File: config.mk
export PLATFORM = sky130hd
export DESIGN_NAME = agpwm_arith
export DESIGN_NICKNAME = d
export VERILOG_FILES = /design/src/design/agpwm_pkg.sv /design/src/design/agpwm_arith.sv
export SDC_FILE = /design/constraint.sdc
export NUM_CORES = 1
export LEC_CHECK = 0
export BUFFER_PORTS_ARGS = -buffer_cell sky130_fd_sc_hd__buf_2
export CAP_MARGIN = 15
export CELL_PAD_IN_SITES_DETAIL_PLACEMENT = 0
export CELL_PAD_IN_SITES_GLOBAL_PLACEMENT = 1
export CORE_MARGIN = 8
export CORE_UTILIZATION = 54
export CTS_CLUSTER_SIZE = 20
export DETAILED_ROUTE_END_ITERATION = 16
export GPL_ROUTABILITY_DRIVEN = 0
export HOLD_SLACK_MARGIN = 0.08
export PLACE_DENSITY = 0.95
export SLEW_MARGIN = 20
export SYNTH_ARGS = -nofsm -noshare
export SYNTH_HDL_FRONTEND = slang
export SYNTH_SLANG_ARGS = --single-unit
File: constraint.sdc
create_clock -name clk -period 21.8 [get_ports clk]
set_clock_uncertainty 0.1 [all_clocks]
set_input_delay 4.36 -clock clk [delete_from_list [all_inputs] [get_ports clk]]
set_output_delay 4.36 -clock clk [all_outputs]
set_load 0.01 [all_outputs]
File: src/design/agpwm_pkg.sv
// Shared types and constants for the audio gain, peak meter and waveform block.
// Used by the arithmetic unit, the bin memory, the top level and the checker.
package agpwm_pkg;

  localparam int DEF_BINS    = 1024;
  localparam int IN_TDATA_W  = 80;
  localparam int IN_TUSER_W  = 2;
  localparam int OUT_TDATA_W = 80;
  localparam int CFG_IDX_W   = 2;
  localparam int CFG_DATA_W  = 32;

  localparam int MUL_A_W = 32;
  localparam int MUL_B_W = 16;
  localparam int PROD_W  = MUL_A_W + MUL_B_W;

  localparam logic [14:0] GAIN_MAX   = 15'd19661;
  localparam logic [14:0] SAMPLE_MAX = 15'd32767;

  typedef enum logic [1:0] {
    CMD_FRAME = 2'd0,
    CMD_READ  = 2'd1,
    CMD_SEEK  = 2'd2,
    CMD_CLEAR = 2'd3
  } cmd_t;

  typedef enum logic [1:0] {
    REG_GAIN      = 2'd0,
    REG_CHANNELS  = 2'd1,
    REG_TRACK_LEN = 2'd2,
    REG_OUT_EN    = 2'd3
  } reg_idx_t;

  typedef struct packed {
    logic mul_en;
    logic div_load;
    logic div_step;
  } arith_ctl_t;

endpackage

File: src/design/agpwm_arith.sv
// Shared arithmetic unit: registered 32x16 multiplier and a restoring divider
// that produces one quotient bit per cycle. Depends on agpwm_pkg.
module agpwm_arith #(
  parameter int QW = 10
) (
  input  logic                         clk,
  input  agpwm_pkg::arith_ctl_t        ctl,
  input  logic [agpwm_pkg::MUL_A_W-1:0] a,
  input  logic [agpwm_pkg::MUL_B_W-1:0] b,
  input  logic [31:0]                  divisor,
  output logic [agpwm_pkg::PROD_W-1:0] prod,
  output logic [QW-1:0]                quo
);
  import agpwm_pkg::*;

  logic [31:0]   rem;
  logic [QW-1:0] low_bits;
  logic [32:0]   trial;
  logic [33:0]   diff;
  logic          take;

  assign trial = {rem, low_bits[QW-1]};
  assign diff  = {1'b0, trial} - {2'b00, divisor};
  assign take  = ~diff[33];

  always_ff @(posedge clk) begin
    if (ctl.mul_en) begin
      prod <= PROD_W'(a) * PROD_W'(b);
    end
    if (ctl.div_load) begin
      rem      <= 32'(prod >> QW);
      low_bits <= prod[QW-1:0];
      quo      <= '0;
    end else if (ctl.div_step) begin
      rem      <= take ? diff[31:0] : trial[31:0];
      low_bits <= low_bits << 1;
      quo      <= {quo[QW-2:0], take};
    end
  end

endmodule

==> flow_summary_export.csv <==
group,metric,value,unit
clocking,htree_num_levels,3,
clocking,cts_tree,"done",
global_route,overflow,0,
route,viasPerCell,5.52,
clocking,clkLatencyLatePin,350,ps
global_route,grt_pass1_vias,17774,
setup_path,critical_path_class,"in2reg",
clocking,cts_setup_buffers,0,
yosys,syn_avg_cell_area,9.11,um2
yosys,yosysSeqAreaShare,0.133,
global_route,antenna_found_initial,0,
cells_and_area,fillers,3544,
worst_hold_path,hold_path_class,"reg2reg",
run,drv_cap,0,
yosys,ys.flop_type,"edfxtp_1",
yosys,synthArstFlopShare,0,
cells_and_area,fin_nets,3097,
die,fp.dieH,217,um
sta,drv_slew,0,
die,die_x,217,um
yosys,syn_area,21900,um2
cells_and_area,antennaDiodeCount,0,
route,antenna_left,0,
clocking,cts_resized,0,
sta,tightest_slew,1030,ps
cells_and_area,area_growth,5.58,%
route,drtIter0Drc,1118,
setup_path,start_kind,"input port",
die,ios,142,
die,dieArea,47200,um2
route,totalWireLength,54.7,mm
die,initial_utilization,0.549,
route,wire_per_inst,18.4,um
place,dpl_cell_area,22800,um2
cells_and_area,layout-drive-gt1-share,0.0813,
clocking,cts.sinks,100,
cells_and_area,final_common_cell,"inv_1",
setup_path,critPathRequiredTime,21790,ps
sta,fin_crit_sh,0.498,
cells_and_area,fin_area,23100,um2
clocking,clockBufferDepth,2,
yosys,synth_warnings,0,
clocking,holdBufCountCts,0,
clocking,cts_root_buf,"clkbuf_16",
sta,slew_headroom,0.313,
yosys,synth_seq_cells,100,
yosys,synth_nets,3056,
sta,hold_viol_final,0,
cells_and_area,layout_common_cells,"inv_1 (492), fa_1 (419), nand2_1 (354), and2_1 (232), ha_1 (152)",
place,io_buffers,141,
clocking,numCtsBuffers,9,
place,dp_hpwl,43.9,mm
setup_path,worstSetupEndpointType,"flop",
global_route,grt_usage,0.235,
worst_hold_path,hold_depth,2,
sta,period_needed,10860,ps
global_route,grt_max_degree,69,
route,drc,0,
sta,fmax,92.1,MHz
setup_path,arrival,10860,ps
sta,rsz0062_at_grt,"false",
yosys,synth-edff-count,90,
route,dr.pass1.iters,5,
die,rows,73,
sta,fin_setup_tns,0,ps
yosys,synth_cells,2401,
setup_path,cp_max_fo,32,
global_route,grt_pass1_wl,90.4,mm
die,design.core.area,39800,um2
outcome,outcome,"finished, final reports clean",
clocking,clk_pin_slew,70,ps
setup_path,worstRegToRegCells,9,
yosys,yosysUniqueCellTypes,70,
sta,finalSetupViolCount,0,
route,via_count,16420,
## final timing paths
path / from / slack, ps / end
hold reg to reg: quo[0]$_SDFFE_PP0P_ / 410 / quo[0]$_SDFFE_PP0P_
setup reg to reg: rem[0]$_DFFE_PP_ / 18210 / rem[3]$_DFFE_PP_
setup / recovery: b[1] / 10940 / prod[45]$_DFFE_PP_
hold / removal: quo[0]$_SDFFE_PP0P_ / 410 / quo[0]$_SDFFE_PP0P_
## final cells by class
class	instances	area, um2	share of cell area
multi-input combinational	1696	16700	0.722
sequential	100	2900	0.126
inverter	492	1850	0.0800
timing repair buffer	143	721	0.0312
tap	525	657	0.0284
clock buffer	9	225	0.00975
clock inverter	7	57.6	0.00249
## metrics by stage
step / utilization / hold slack, ps / setup WS (ps) / std cells
after floorplan: - / 416 / 11630 / 2401
after global placement: 0.573 / 372 / 10760 / 2956
after detailed placement: 0.573 / 407 / 10600 / 2956
after CTS: 0.580 / 418 / 10970 / 2972
after global routing: 0.580 / 469 / 10650 / 2972
final: 0.580 / 411 / 10940 / 2972
## flip-flops by register name, indices dropped and copies added, names as in the netlist
register  count
low_bits     10
quo          10
rem          32
prod         48
## layer usage
| metal | wire length, um | part of all wire | track usage |
|---|---|---|---|
| met3 | 4110 | 0.075 | 0.0376 |
| met1 | 23800 | 0.44 | 0.321 |
| met4 | 1060 | 0.019 | 0.0611 |
| met5 | 0 | 0 | 0 |
| met2 | 25700 | 0.47 | 0.387 |
## worst max-delay path: stages
cell	delay, ps
buf_2	540
nand2_1	170
fa_1	530
fa_1	520
fa_1	530
inv_1	60
fa_1	500
fa_1	500
inv_1	50
fa_1	470
inv_1	40
ha_1	380
and4_1	270
nand2_1	90
or3b_1	420
a2111oi_0	610
nand3b_1	260
a21oi_1	120
nor2_1	140
a31oi_1	110
xnor2_1	160
## kinds of logic after synthesis
group / synth area share
AO/OA/AOI/OAI: 0.0791
XOR/XNOR: 0.0268
adder cells (fa/ha/maj): 0.470
buffers and inverters: 0.105
flip-flops: 0.133
multiplexers: 0.0204
AND/OR/NAND/NOR: 0.166
## synthesized netlist by cell type, types with 20 or more instances
cell type / number / area (um2)
nand3_1: 25 / 125
mux2_2: 28 / 315
o21ai_0: 38 / 190
fa_1: 419 / 8390
a21oi_1: 106 / 531
nor2_1: 58 / 218
edfxtp_1: 90 / 2700
inv_1: 492 / 1850
nand2_1: 354 / 1330
xor2_1: 20 / 175
ha_1: 152 / 1900
and2_1: 232 / 1450
a21o_1: 31 / 233
xnor2_1: 47 / 412
clkbuf_1: 102 / 383
Power is left out: the tool's default activity adds up to more than one toggle a clock period on the data nets, which glitch-free logic cannot reach.
